### src/flcd_pkg.sv
// ----------------------------------------------------------------------------
// flcd_pkg
// shared types and codes of the cache directory
// ----------------------------------------------------------------------------
`default_nettype none
package flcd_pkg;

	localparam int unsigned SLOT_W   = 10;
	localparam int unsigned S_DATA_W = 112;
	localparam int unsigned M_DATA_W = 24;
	localparam int unsigned KEY_W    = 80;

	localparam logic CMD_LOOKUP = 1'b0;
	localparam logic CMD_INSERT = 1'b1;

	localparam logic MODE_FIFO = 1'b0;
	localparam logic MODE_LRU  = 1'b1;

	localparam logic [1:0] REG_REPLACE_MODE    = 2'd0;
	localparam logic [1:0] REG_CAPACITY        = 2'd1;
	localparam logic [1:0] REG_MAX_OBJECT_SIZE = 2'd2;

	// request word payload, key_tag in the lowest bits
	typedef struct packed {
		logic [31:0] object_size;
		logic [15:0] request_port;
		logic [63:0] key_tag;
	} flcd_cmd_t;

	// response word payload, hit in the lowest bit
	typedef struct packed {
		logic              rejected;
		logic [SLOT_W-1:0] evicted_slot;
		logic              evicted;
		logic [SLOT_W-1:0] slot;
		logic              hit;
	} flcd_res_t;

endpackage
`default_nettype wire

### src/flcd_ctrl.sv
// ----------------------------------------------------------------------------
// flcd_ctrl
// sequencer: clear pass, key scan, decision, rank update pass, result register
// ----------------------------------------------------------------------------
`default_nettype none
module flcd_ctrl #(
	parameter int unsigned MAX_ENTRIES = 1024,
	parameter int unsigned IW          = 10,
	parameter int unsigned CW          = 11
) (
	input  wire logic                     clk,
	input  wire logic                     arst_n,
	input  wire logic                     in_valid,
	output logic                          in_ready,
	input  wire flcd_pkg::flcd_cmd_t      in_cmd,
	input  wire logic                     in_command,
	output logic                          out_valid,
	input  wire logic                     out_ready,
	output flcd_pkg::flcd_res_t           out_res,
	input  wire logic                     replace_mode,
	input  wire logic [10:0]              capacity,
	input  wire logic [31:0]              max_object_size,
	output logic [IW-1:0]                 raddr,
	output logic                          tag_we,
	output logic [IW-1:0]                 tag_waddr,
	output logic [flcd_pkg::KEY_W-1:0]    tag_wdata,
	input  wire logic [flcd_pkg::KEY_W-1:0] tag_rdata,
	output logic                          rv_we,
	output logic [IW-1:0]                 rv_waddr,
	output logic [IW:0]                   rv_wdata,
	input  wire logic [IW:0]              rv_rdata
);
	import flcd_pkg::*;

	localparam logic [IW-1:0] LAST = IW'(MAX_ENTRIES - 1);

	typedef enum logic [2:0] {
		ST_CLEAR, ST_IDLE, ST_SCAN, ST_SFLUSH, ST_DECIDE, ST_UPD, ST_UFLUSH, ST_DONE
	} state_t;

	state_t         state_q;
	logic [IW-1:0]  cnt_q;
	logic           rd_v_s1;
	logic [IW-1:0]  idx_s1;
	flcd_cmd_t      cmd_q;
	logic           command_q;
	logic [CW-1:0]  count_q;
	logic           match_found_q, tail_found_q, free_found_q;
	logic [IW-1:0]  match_idx_q, match_rank_q, tail_idx_q, tail_rank_q, free_idx_q;
	logic           ins_q, front_q, ev_q;
	logic [IW-1:0]  s_q, t_q, r_q;
	flcd_res_t      res_q, out_q;
	logic           out_valid_q;

	logic [CW-1:0]  cap_eff;
	logic           rd_valid;
	logic [IW-1:0]  rd_rank;
	logic           key_eq;
	logic [IW:0]    upd_wdata;
	logic           is_ins, cap_zero, dec_rej, dec_hit, dec_front, dec_new, dec_ev;
	logic           dec_write;
	logic [IW-1:0]  dec_s;
	flcd_res_t      dec_res;
	logic           in_scan, in_upd;

	always_comb begin
		if (32'(capacity) > 32'(MAX_ENTRIES)) begin
			cap_eff = CW'(MAX_ENTRIES);
		end else begin
			cap_eff = CW'(capacity);
		end
	end

	assign rd_valid = rv_rdata[IW];
	assign rd_rank  = rv_rdata[IW-1:0];
	assign key_eq   = (tag_rdata == {cmd_q.request_port, cmd_q.key_tag});
	assign in_scan  = (state_q == ST_SCAN) || (state_q == ST_SFLUSH);
	assign in_upd   = (state_q == ST_UPD) || (state_q == ST_UFLUSH);

	// per-entry rank update, the one shared step of the update pass
	always_comb begin
		upd_wdata = rv_rdata;
		if (ins_q && idx_s1 == s_q) begin
			upd_wdata = {1'b1, {IW{1'b0}}};
		end else if (ev_q && idx_s1 == t_q) begin
			upd_wdata = {1'b0, rd_rank};
		end else if (front_q && idx_s1 == s_q) begin
			upd_wdata = {1'b1, {IW{1'b0}}};
		end else if (rd_valid && (ins_q || rd_rank < r_q)) begin
			upd_wdata = {1'b1, rd_rank + IW'(1)};
		end
	end

	always_comb begin
		is_ins    = (command_q == CMD_INSERT);
		cap_zero  = (cap_eff == '0);
		dec_rej   = is_ins && (cap_zero || cmd_q.object_size > max_object_size);
		dec_hit   = !cap_zero && !dec_rej && match_found_q;
		dec_front = dec_hit && (replace_mode == MODE_LRU);
		dec_new   = is_ins && !dec_rej && !match_found_q;
		dec_ev    = dec_new && (count_q >= cap_eff) && (count_q != '0) && tail_found_q;
		if (dec_ev) begin
			dec_s = (free_found_q && free_idx_q < tail_idx_q) ? free_idx_q : tail_idx_q;
		end else begin
			dec_s = free_idx_q;
		end
		dec_write = dec_new && (dec_ev || free_found_q);
		dec_res.hit          = dec_hit;
		dec_res.slot         = dec_hit ? SLOT_W'(match_idx_q) :
		                       (dec_write ? SLOT_W'(dec_s) : '0);
		dec_res.evicted      = dec_ev;
		dec_res.evicted_slot = dec_ev ? SLOT_W'(tail_idx_q) : '0;
		dec_res.rejected     = dec_rej;
	end

	assign raddr     = cnt_q;
	assign tag_we    = (state_q == ST_DECIDE) && dec_write;
	assign tag_waddr = dec_s;
	assign tag_wdata = {cmd_q.request_port, cmd_q.key_tag};
	assign rv_we     = (state_q == ST_CLEAR) || (rd_v_s1 && in_upd);
	assign rv_waddr  = (state_q == ST_CLEAR) ? cnt_q : idx_s1;
	assign rv_wdata  = (state_q == ST_CLEAR) ? '0 : upd_wdata;

	assign in_ready  = (state_q == ST_IDLE);
	assign out_valid = out_valid_q;
	assign out_res   = out_q;

	always_ff @(posedge clk or negedge arst_n) begin
		if (!arst_n) begin
			state_q       <= ST_CLEAR;
			cnt_q         <= '0;
			rd_v_s1       <= 1'b0;
			count_q       <= '0;
			match_found_q <= 1'b0;
			tail_found_q  <= 1'b0;
			free_found_q  <= 1'b0;
			ins_q         <= 1'b0;
			front_q       <= 1'b0;
			ev_q          <= 1'b0;
			out_valid_q   <= 1'b0;
		end else begin
			rd_v_s1 <= (state_q == ST_SCAN) || (state_q == ST_UPD);
			idx_s1  <= cnt_q;

			// scan accumulation on the word read in the previous cycle
			if (rd_v_s1 && in_scan) begin
				if (rd_valid && key_eq && !match_found_q) begin
					match_found_q <= 1'b1;
					match_idx_q   <= idx_s1;
					match_rank_q  <= rd_rank;
				end
				if (rd_valid && (!tail_found_q || rd_rank > tail_rank_q)) begin
					tail_found_q <= 1'b1;
					tail_idx_q   <= idx_s1;
					tail_rank_q  <= rd_rank;
				end
				if (!rd_valid && !free_found_q) begin
					free_found_q <= 1'b1;
					free_idx_q   <= idx_s1;
				end
			end

			// response taken while no new one is loaded
			if (out_valid_q && out_ready && state_q != ST_DONE) begin
				out_valid_q <= 1'b0;
			end

			case (state_q)
				ST_CLEAR: begin
					if (cnt_q == LAST) begin
						cnt_q   <= '0;
						state_q <= ST_IDLE;
					end else begin
						cnt_q <= cnt_q + IW'(1);
					end
				end
				ST_IDLE: begin
					if (in_valid) begin
						cmd_q         <= in_cmd;
						command_q     <= in_command;
						match_found_q <= 1'b0;
						tail_found_q  <= 1'b0;
						free_found_q  <= 1'b0;
						cnt_q         <= '0;
						state_q       <= ST_SCAN;
					end
				end
				ST_SCAN: begin
					if (cnt_q == LAST) begin
						cnt_q   <= '0;
						state_q <= ST_SFLUSH;
					end else begin
						cnt_q <= cnt_q + IW'(1);
					end
				end
				ST_SFLUSH: begin
					state_q <= ST_DECIDE;
				end
				ST_DECIDE: begin
					res_q   <= dec_res;
					ins_q   <= dec_write;
					front_q <= dec_front;
					ev_q    <= dec_ev;
					s_q     <= dec_front ? match_idx_q : dec_s;
					t_q     <= tail_idx_q;
					r_q     <= match_rank_q;
					count_q <= count_q - CW'(dec_ev) + CW'(dec_write);
					cnt_q   <= '0;
					state_q <= (dec_front || dec_write) ? ST_UPD : ST_DONE;
				end
				ST_UPD: begin
					if (cnt_q == LAST) begin
						cnt_q   <= '0;
						state_q <= ST_UFLUSH;
					end else begin
						cnt_q <= cnt_q + IW'(1);
					end
				end
				ST_UFLUSH: begin
					state_q <= ST_DONE;
				end
				ST_DONE: begin
					if (!out_valid_q || out_ready) begin
						out_q       <= res_q;
						out_valid_q <= 1'b1;
						state_q     <= ST_IDLE;
					end
				end
				default: begin
					state_q <= ST_IDLE;
				end
			endcase
		end
	end

endmodule
`default_nettype wire

### config.mk
export PLATFORM = sky130hd
export DESIGN_NAME = flcd_ctrl
export DESIGN_NICKNAME = d
export VERILOG_FILES = /design/src/flcd_pkg.sv /design/src/flcd_ctrl.sv
export SDC_FILE = /design/constraint.sdc
export NUM_CORES = 1
export LEC_CHECK = 0
export BUFFER_PORTS_ARGS = -buffer_cell sky130_fd_sc_hd__buf_4
export CAP_MARGIN = 40
export CORE_MARGIN = 10
export CORE_UTILIZATION = 36
export CTS_CLUSTER_DIAMETER = 60
export DETAILED_ROUTE_END_ITERATION = 8
export PLACE_DENSITY_LB_ADDON = 0.15
export SETUP_SLACK_MARGIN = 0.3
export SYNTH_ARGS = -nofsm -noshare
export SYNTH_HDL_FRONTEND = slang
export SYNTH_SLANG_ARGS = --single-unit
### constraint.sdc
create_clock -name clk -period 7.1 [get_ports clk]
set_clock_uncertainty 0.15 [all_clocks]
set_input_delay 0.71 -clock clk [delete_from_list [all_inputs] [get_ports clk]]
set_output_delay 0.71 -clock clk [all_outputs]
set_load 0.03 [all_outputs]
==> results.py, run 1 <==
metrics = {
    "clock_network": {
        "cts-root-buf": "clkbuf_16",
        "clk_latency_ns": 0.53,
        "clock_path_buffers": 3,
        "clk_pin_slew_ns": 0.06,
        "ctsHtreeMaxLevel": 2,
        "tritoncts": "done",
        "cts_buffers": 36,
        "clock_sinks": 281,
        "cts_hold_buf": 0,
        "cts.repair.resized": 0,
        "cts_setup_buffers": 0,
    },
    "logic_synthesis": {
        "ys_types": 61,
        "async_flop_share_pct": 11.39,
        "synthCells": 1148,
        "ys_warn_count": 0,
        "yosys-top-cells-area": "edfxtp_1 (53%), ha_1 (7.8%), dfrtp_1 (5.7%), buf_4 (4.2%), xnor2_1 (3.7%)",
        "netlist.area_leader.share_pct": 52.82,
        "yosys_most_used_dff": "edfxtp_1",
        "synth_edf_count": 249,
        "avgSynthCellArea_um2": 12.33,
        "yosys_register_bits": 281,
        "netlist.top_cell.by_area": "edfxtp_1",
        "synth_nets": 1489,
        "ys_seq_area_share_pct": 58.48,
        "synth_area_um2": 14160,
    },
    "setup_path": {
        "startpoint_type": "register",
        "critPathKind": "register to register",
        "cp_common_cell": "ha_1",
        "arrival_ns": 4.98,
        "required_ns": 7.31,
        "crit_chain": "ha_1, nand4_1, nor4_1, nand3_1, o211a_1, nor3b_1, ha_1, inv_1, ha_1, a21o_1, a21oi_1, o21bai_1, a311o_1, a211oi_1, xnor2_1, o21ai_0",
        "cp-end-kind": "register",
        "path_buf_inv": 1,
        "critical_path.max_fanout": 21,
        "critPathSlowestCell": "edfxtp_1",
        "crit_path_max_incr_delay_ns": 0.53,
        "crit_family": "compound AO/OA/AOI/OAI gates",
    },
    "finish": {
        "fill_cells": 3565,
        "layout_common_cells": "buf_4 (407), edfxtp_1 (249), inv_1 (98)",
        "seqCellArea_um2": 8278,
        "final_nets": 1831,
        "final_common_cell": "buf_4",
        "drive_gt1_share_pct": 31.88,
        "area_delta_synth_final_pct": 29.96,
        "multi_input_area_um2": 4828,
        "final_util_pct": 47.49,
        "finalNonFillerCells": 2036,
    },
    "placement": {
        "numPlacedInstances": 1970,
        "place_congestion": 0.8934,
        "port_buffers": 399,
        "hpwl_um": 34550,
    },
    "grt": {
        "grt_overflow": 0,
        "busiest_layer": "met2",
        "met2_usage_pct": 29.28,
        "use_met1_pct": 22.45,
        "antenna_found_initial": 4,
        "grt_pass1_vias": 10080,
        "grt_max_degree": 54,
        "grt_pass1_wl_um": 64220,
        "grt_use_met3_pct": 4.820,
        "track_usage_pct": 17.79,
    },
    "floorplan": {
        "placeableCoreArea_um2": 38740,
        "placementRows": 72,
        "io_pins": 400,
        "dieWidth_um": 218.3,
        "die_area_um2": 47650,
        "die_h_um": 218.3,
        "initial_core_util_pct": 36.54,
    },
    "sta": {
        "post-route-period-util_pct": 67.29,
        "finalMaxSlewViolations": 0,
        "final.setup.tns_ns": 0,
        "slew_headroom_pct": 47.47,
        "finalCriticalPeriod_ns": 4.777,
        "worst_pin_slew_ns": 0.7879,
        "rsz0062_at_grt": "false",
        "hold_viol": 0,
        "setup_violations": 0,
        "max_freq_mhz": 209.3,
    },
    "run": {
        "maxCapViolCount": 0,
    },
    "drt": {
        "drt_iter0_drc": 606,
        "routed_wl_um": 43890,
        "drtPass1Iterations": 5,
        "drc": 0,
        "post_drt_wl_per_cell_um": 21.56,
        "ant_nets": 0,
        "routed-via-count": 9948,
        "via_per_inst": 4.886,
    },
    "power_and_ir_drop": {
        "p_leak_nw": 7.759,
        "vdd_drop_max_v": 0.0001369,
        "powerDensity_nw_per_um2": 207.8,
    },
    "run_status": {
        "outcome": "completed",
    },
    "worst_hold_path": {
        "min_path_type": "input port to asynchronous set/reset pin",
    },
}
path summary, 6_finish.rpt:
path | from | end | slack, ns | depth (start not counted)
max | cmd_q[111] | count_q[9] | 2.32 | 16
min | arst_n | raddr[7] | 0.04 | 1
max reg2reg | cmd_q[111] | count_q[9] | 2.32 | 16
min reg2reg | res_q[2] | out_res[2] | 0.27 | 0
max in group asynchronous | arst_n | count_q[4] | 6.30 | 1
min in group clk | in_cmd[40] | tag_wdata[40] | 0.22 | 1
through the flow:
stage / cell area (um2) / hold slack, ns / total power, mW / setup slack (ns)
floorplan: 14160 / 0.2503 / 1.926 / 2.432
global placement: 17180 / 0.2511 / 2.083 / 1.931
detailed placement: 17220 / 0.2552 / 2.088 / 1.816
CTS: 18390 / 0.03628 / 3.876 / 2.328
global route: 18390 / 0.07163 / 3.974 / 1.876
finish: 18400 / 0.04431 / 3.823 / 2.323
layout make-up:
class / count / area share, %
Tap cell: 518 / 3.523
Timing Repair Buffer: 409 / 16.84
Inverter: 99 / 2.020
Antenna cell: 3 / 0.04081
Clock inverter: 15 / 0.6869
Sequential cell: 281 / 44.99
Multi-Input combinational cell: 663 / 26.24
Clock buffer: 48 / 5.652
worst reg2reg max path, cell delays in order, from the launching register on:
cell      delay [ns]
edfxtp_1        0.53
ha_1            0.39
nand4_1         0.18
nor4_1          0.40
nand3_1         0.19
o211a_1         0.41
nor3b_1         0.41
ha_1            0.26
inv_1           0.06
ha_1            0.26
a21o_1          0.17
a21oi_1         0.22
o21bai_1        0.12
a311o_1         0.39
a211oi_1        0.27
xnor2_1         0.15
o21ai_0         0.08
report_power, final:
part / total [mW] / internal (mW) / switching [mW]
Clock: 1.77 / 1.07 / 0.698
Combinational: 0.255 / 0.141 / 0.114
Sequential: 1.80 / 1.79 / 0.00460
routing by layer:
metal,vias to the layer above,wire length (um),share of wire (%)
met1,4772,18680,43
met2,342,20920,48
met3,63,3197,7.3
li1,4767,-,-
met4,4,1069,2.4
met5,-,27,0.062
kinds of logic (layout without fill, tap and decap cells):
logic type | Yosys count | count (layout) | share of synthesized area (%)
DFF | 281 | 281 | 58.48
and+or+nand+nor | 274 | 274 | 9.890
buffers and inverters | 204 | 571 | 7.601
AOI/OAI and AO/OA | 167 | 167 | 7.637
xor gates and xnor gates | 118 | 118 | 7.301
adders and majority gates | 89 | 89 | 7.919
muxes | 15 | 15 | 1.176
other | 0 | 3 | 0
registers in the layout, indices dropped and copies added (netlist names), 3 cells and up:
signal        count
cmd_q            32
count_q          11
free_idx_q       10
idx_s1           10
match_idx_q      10
match_rank_q     10
out_res          23
r_q              10
raddr            10
res_q            23
s_q              10
state_q           3
t_q              10
tag_wdata        80
tail_idx_q       10
tail_rank_q      10
cells in the mapped netlist (3+ instances only):
cell / instances
nand3b_1: 3
nor3_1: 20
a31oi_1: 13
xor2_1: 58
edfxtp_1: 249
inv_1: 98
dfrtp_1: 32
and2_1: 12
o211ai_1: 12
or4_1: 4
a2111oi_0: 3
or3_1: 12
o21a_1: 11
ha_1: 88
nor2_1: 45
a211o_1: 3
mux2_2: 13
a211oi_1: 8
a21o_1: 11
nand2_1: 80
buf_4: 80
xnor2_1: 60
nand4_1: 26
nor4_1: 19
a21oi_1: 40
and3_1: 8
nor2b_1: 6
nand2b_1: 4
o31ai_1: 7
nand4b_1: 11
o21ai_0: 36
nand3_1: 17
clkbuf_1: 22
nor3b_1: 3
Power figures use the tool's default switching activity.
==> run 2, diff against run 1 <==
- clock period: 7.1 -> 3.9 ns (I/O delays scaled with it)
==> run 2 against run 1 <==
Compared with the run above: register-to-register slack got worse by 2.3 ns; the flow now finishes with violations (negative setup slack); wire length grew 8.1%; non-clock buffer count rose by 177; critical path type unchanged.
==> results.py, run 2 (synthesis gave the netlist of run 1 again) <==
metrics = {
    "run_status": {
        "outcome": "complete, but fails checks",
        "violations": "negative setup slack",
    },
    "power_and_ir_drop": {
        "swShare_pct": 22.19,
        "p_leak_nw": 8.655,
        "total_power_mw": 7.062,
        "combPwrFrac_pct": 9.3,
        "vdd_drop_max_v": 0.0002549,
        "powerDensity_nw_per_um2": 340.3,
        "internal_power_mw": 5.495,
        "seq_power_share_pct": 46.4,
        "pwr-share-clk_pct": 44.3,
        "p_sw_mw": 1.567,
    },
    "sta": {
        "worst_pin_slew_ns": 0.9123,
        "slew_headroom_pct": 39.18,
        "fin_hold_ws_ns": 0.09958,
        "rsz0062_at_grt": "true",
        "setup_violations": 1,
        "finalCriticalPeriod_ns": 3.904,
        "setup_slack_ns": -0.004005,
        "finalMaxSlewViolations": 0,
        "max_freq_mhz": 256.1,
        "hold_viol": 0,
        "post-route-period-util_pct": 100.1,
    },
    "setup_path": {
        "worst-r2r-setup-slack_ns": -0.004,
        "arrival_ns": 4.14,
        "rr_endpoint": "count_q[7]",
        "cp-end-kind": "register",
        "rr_startpoint": "cmd_q[92]",
        "critical_path.max_fanout": 3,
        "critPathKind": "register to register",
        "worstRegToRegCells": 18,
        "required_ns": 4.14,
        "startpoint_type": "register",
    },
    "placement": {
        "pre_cts_ws_ns": -0.4288,
        "hpwl_um": 36220,
        "place_congestion": 0.9153,
        "port_buffers": 399,
        "place_area_um2": 17560,
    },
    "finish": {
        "drive_gt1_share_pct": 36.94,
        "antennaDiodeCount": 0,
        "finalInstanceArea_um2": 20750,
        "seqCellArea_um2": 8279,
        "multi_input_area_um2": 5482,
        "final_nets": 2008,
        "final_util_pct": 53.57,
        "layout_common_cells": "buf_4 (437), edfxtp_1 (249), dlygate4sd3_1 (125)",
        "area_delta_synth_final_pct": 46.59,
        "fill_cells": 3397,
        "largest_reg_flops": 80,
        "final_common_cell": "buf_4",
    },
    "clock_network": {
        "cts-root-buf": "clkbuf_16",
        "clock_path_buffers": 3,
        "clock_sinks": 281,
        "ctsHtreeMaxLevel": 2,
        "clk_pin_slew_ns": 0.05,
        "clk_latency_ns": 0.54,
        "tritoncts": "done",
        "cts_buffers": 36,
    },
    "grt": {
        "grt_pass1_vias": 11100,
        "grt_overflow": 0,
        "grt_pass1_wl_um": 69660,
        "antenna_found_initial": 0,
        "track_usage_pct": 19.27,
        "grt_max_degree": 61,
    },
    "drt": {
        "routed-via-count": 10730,
        "via_per_inst": 4.855,
        "drtPass1Iterations": 5,
        "post_drt_wl_per_cell_um": 21.47,
        "ant_nets": 0,
        "routed_wl_um": 47450,
        "drc": 0,
        "drt_iter0_drc": 508,
    },
    "floorplan": {
        "placementRows": 72,
        "io_pins": 400,
        "initial_core_util_pct": 36.54,
        "die_area_um2": 47650,
        "placeableCoreArea_um2": 38740,
        "dieWidth_um": 218.3,
        "die_h_um": 218.3,
    },
    "worst_hold_path": {
        "hp-start": "rv_rdata[10]",
        "min_path_type": "input port to register",
        "hold_end": "free_found_q",
        "min_path_cells": 4,
    },
    "run": {
        "maxCapViolCount": 0,
    },
}
==> run 2: worst max-delay path, cell delays in order (launching register included) <==
cell	delay [ns]
edfxtp_1	0.36
ha_1	0.28
nand4_1	0.20
nor2_1	0.09
o2bb2ai_1	0.13
a211o_1	0.35
o211ai_1	0.31
nand3_2	0.16
ha_4	0.29
inv_2	0.03
ha_4	0.15
a21o_1	0.16
a21oi_2	0.16
o21bai_1	0.11
a311o_1	0.36
buf_4	0.15
a21oi_2	0.12
xnor2_1	0.13
o21ai_1	0.07
==> run 2: worst max-delay path by stage <==
stage          depth (start not counted)           startpoint          to  slack, ns
2_1_floorplan                         21          capacity[0]  count_q[9]      0.006
5_1_grt                               18            cmd_q[92]  count_q[7]      -0.20
6_report                              18            cmd_q[92]  count_q[7]     -0.004
3_3_place_gp                          19  max_object_size[27]  count_q[9]      -0.32
3_5_place_dp                          19  max_object_size[27]  count_q[9]      -0.43
4_1_cts                               19            cmd_q[97]  count_q[7]      -0.04
==> run 2: final cells by class <==
type	count	share of cell area, %
clock buffer	45	4.703
clock inverter	18	0.6632
inverter	99	1.791
multi-input combinational	663	26.42
timing repair buffer	586	23.41
sequential	281	39.90
tap	518	3.123
==> run 2: what timing repair did <==
item	CTS	global route
hold endpoints to repair	158	0
hold buffers	125	0
cloned	2	0
pin swaps	37	24
setup buffers	12	4
gates resized for setup	76	59
endpoints found under the setup margin	30	28
==> run 2: per-stage QoR <==
step | cells | setup TNS (ns)
after floorplan | 1148 | 0
after global placement | 2004 | -0.9993
after detailed placement | 2004 | -1.439
after CTS | 2206 | -0.06373
after global routing | 2210 | -0.5298
final | 2210 | -0.004005
==> run 2: power by group through the flow <==
stage | sequential (mW) | combinational (mW) | clock (mW)
CTS | 3.27 | 0.639 | 3.23
global route | 3.27 | 0.712 | 3.33
global placement | 3.34 | 0.485 | 0
finish | 3.27 | 0.659 | 3.13
detailed placement | 3.34 | 0.494 | 0
floorplan | 3.33 | 0.179 | 0
==> run 2: metal layers <==
| metal | share of wire [%] | routed length [um] | global-route usage, % |
|---|---|---|---|
| met1 | 43 | 20600 | 24.50 |
| met3 | 6.1 | 2906 | 4.738 |
| met4 | 1.9 | 898 | 5.485 |
| met2 | 49 | 23040 | 31.94 |
| met5 | 0 | 0 | 0 |
==> run 3, diff against run 2 <==
- CORE_ASPECT_RATIO: not set -> 0.9
- clock period: 3.9 -> 4.3 ns (I/O delays scaled with it)
==> run 3 against run 2 <==
Compared with the run above: the flow now finishes without violations; clock power decreased by 7.0%; worst setup slack better by 0.34 ns; via count decreased by 2.7%; critical path depth decreased by 7; die area barely moved; non-clock buffer count shrank 34; utilization fell by 1.9 points; sequential share of layout area rose by 1.6 points; global-route usage shrank 0.81 points; wire length down 3.9%; critical path type is now input port to output pin; highest routed layer unchanged.
==> results.py, run 3 (synthesis gave the netlist of run 1 again) <==
metrics = {
    "run_status": {
        "outcome": "completed",
    },
    "grt": {
        "track_usage_pct": 18.46,
        "grt_max_degree": 54,
        "grt_pass1_vias": 10920,
        "grt_pass1_wl_um": 67980,
        "grt_overflow": 0,
        "antenna_found_initial": 2,
    },
    "finish": {
        "area_delta_synth_final_pct": 40.93,
        "final_nets": 1973,
        "drive_gt1_share_pct": 31.97,
        "final_common_cell": "buf_4",
        "final_util_pct": 51.65,
        "layout_common_cells": "buf_4 (428), edfxtp_1 (249), dlygate4sd3_1 (122)",
        "largest_reg_flops": 80,
        "fill_cells": 3508,
    },
    "drt": {
        "routed_wl_um": 45600,
        "via_per_inst": 4.781,
        "routed-via-count": 10440,
        "drc": 0,
        "post_drt_wl_per_cell_um": 20.88,
        "ant_nets": 0,
        "drtPass1Iterations": 4,
        "drt_iter0_drc": 732,
    },
    "placement": {
        "hpwl_um": 34820,
        "pre_cts_ws_ns": -0.06785,
        "port_buffers": 399,
        "place_congestion": 0.8548,
    },
    "run": {
        "maxCapViolCount": 0,
    },
    "setup_path": {
        "cp_common_cell": "buf_4",
        "crit_path_max_incr_delay_ns": 0.54,
        "cp-endpoint": "rv_wdata[8]",
        "crit_chain": "dlygate4sd3_1, buf_4, ha_1, a21o_1, a211o_1, nor2_2, o211ai_2, a21o_4, or4_1, a21oi_1, buf_4",
        "critical_path.max_fanout": 7,
        "worstRegToRegCells": 16,
        "cp-end-kind": "output pin",
        "crit_family": "compound AO/OA/AOI/OAI gates",
        "path_buf_inv": 3,
        "rr_endpoint": "count_q[9]",
        "required_ns": 3.72,
        "crit_start": "rv_rdata[7]",
        "worst-path-stages": 11,
        "startpoint_type": "input port",
        "critPathKind": "input port to output pin",
        "rr_startpoint": "count_q[10]",
        "worst-r2r-setup-slack_ns": 0.45,
        "critPathSlowestCell": "dlygate4sd3_1",
        "arrival_ns": 3.38,
    },
    "sta": {
        "finalCriticalPeriod_ns": 3.960,
        "finalMaxSlewViolations": 0,
        "post-route-period-util_pct": 92.10,
        "hold_viol": 0,
        "setup_slack_ns": 0.3395,
        "rsz0062_at_grt": "true",
        "worst_pin_slew_ns": 0.7486,
        "max_freq_mhz": 252.5,
        "fin_hold_ws_ns": 0.01627,
        "setup_violations": 0,
        "slew_headroom_pct": 50.09,
    },
    "clock_network": {
        "clk_pin_slew_ns": 0.05,
        "clock_path_buffers": 3,
        "tritoncts": "done",
        "ctsHtreeMaxLevel": 2,
        "clk_latency_ns": 0.53,
        "cts_buffers": 35,
        "clock_sinks": 281,
        "cts-root-buf": "clkbuf_16",
    },
    "power_and_ir_drop": {
        "vdd_drop_max_v": 0.0001912,
        "p_leak_nw": 8.389,
        "powerDensity_nw_per_um2": 322.5,
    },
    "floorplan": {
        "initial_core_util_pct": 36.65,
        "die_area_um2": 47670,
        "io_pins": 400,
        "die_h_um": 208.1,
        "placeableCoreArea_um2": 38630,
        "placementRows": 68,
        "dieWidth_um": 229.0,
    },
    "worst_hold_path": {
        "min_path_type": "input port to register",
    },
}
==> run 3: how the worst min path moves through the flow <==
stage,start,to,slack [ns],cells after the start
global route,rv_rdata[4],match_rank_q[4],0.02,1
detailed placement,arst_n,raddr[3],0.17,1
floorplan,arst_n,count_q[0],-0.02,0
CTS,rv_rdata[4],match_rank_q[4],0.001,1
finish,rv_rdata[4],tail_rank_q[4],0.02,1
global placement,arst_n,raddr[1],0.18,1
==> run 3: layout make-up <==
cell class	instances	area [um2]	area share (%)
Clock inverter	15	171.4	0.8592
Multi-Input combinational cell	663	5039	25.26
Sequential cell	281	8278	41.49
Timing Repair Buffer	552	4466	22.38
Tap cell	525	656.9	3.293
Antenna cell	1	2.502	0.01254
Inverter	99	371.6	1.863
Clock buffer	48	965.9	4.842
==> run 3: timing repair <==
item / in CTS / in global routing
pin swaps: 5 / 26
hold buffers: 122 / 0
endpoints found under the setup margin: 4 / 10
gates resized for setup: 5 / 27
buffers inserted: 2 / 6
endpoints found under the hold margin: 137 / 0
==> run 3: metrics by stage <==
step,instances,area [um2],setup TNS [ns],power [mW]
2_1_floorplan,1148,14220,0,3.183
3_3_place_gp,1990,17370,-0.02205,3.454
3_5_place_dp,1990,17370,-0.1432,3.461
4_1_cts,2177,19780,0,6.501
5_1_grt,2184,19950,0,6.666
6_report,2184,19950,0,6.435
==> run 3: metal layers <==
| layer | global-route usage, % | vias to the layer above | wire, um |
|---|---|---|---|
| met3 | 2.965 | 59 | 1916 |
| met1 | 24.48 | 5076 | 20660 |
| met4 | 4.843 | 0 | 961 |
| li1 | - | 5037 | - |
| met2 | 30.78 | 269 | 22060 |
| met5 | 0 | - | 0 |
==> run 3: where the power goes <==
part / switching (mW) / leakage [nW] / internal [mW]
combinational: 0.234 / 5.23 / 0.318
clock: 1.15 / 0.549 / 1.76
sequential: 0.00768 / 2.61 / 2.96
total: 1.39 / 8.39 / 5.04
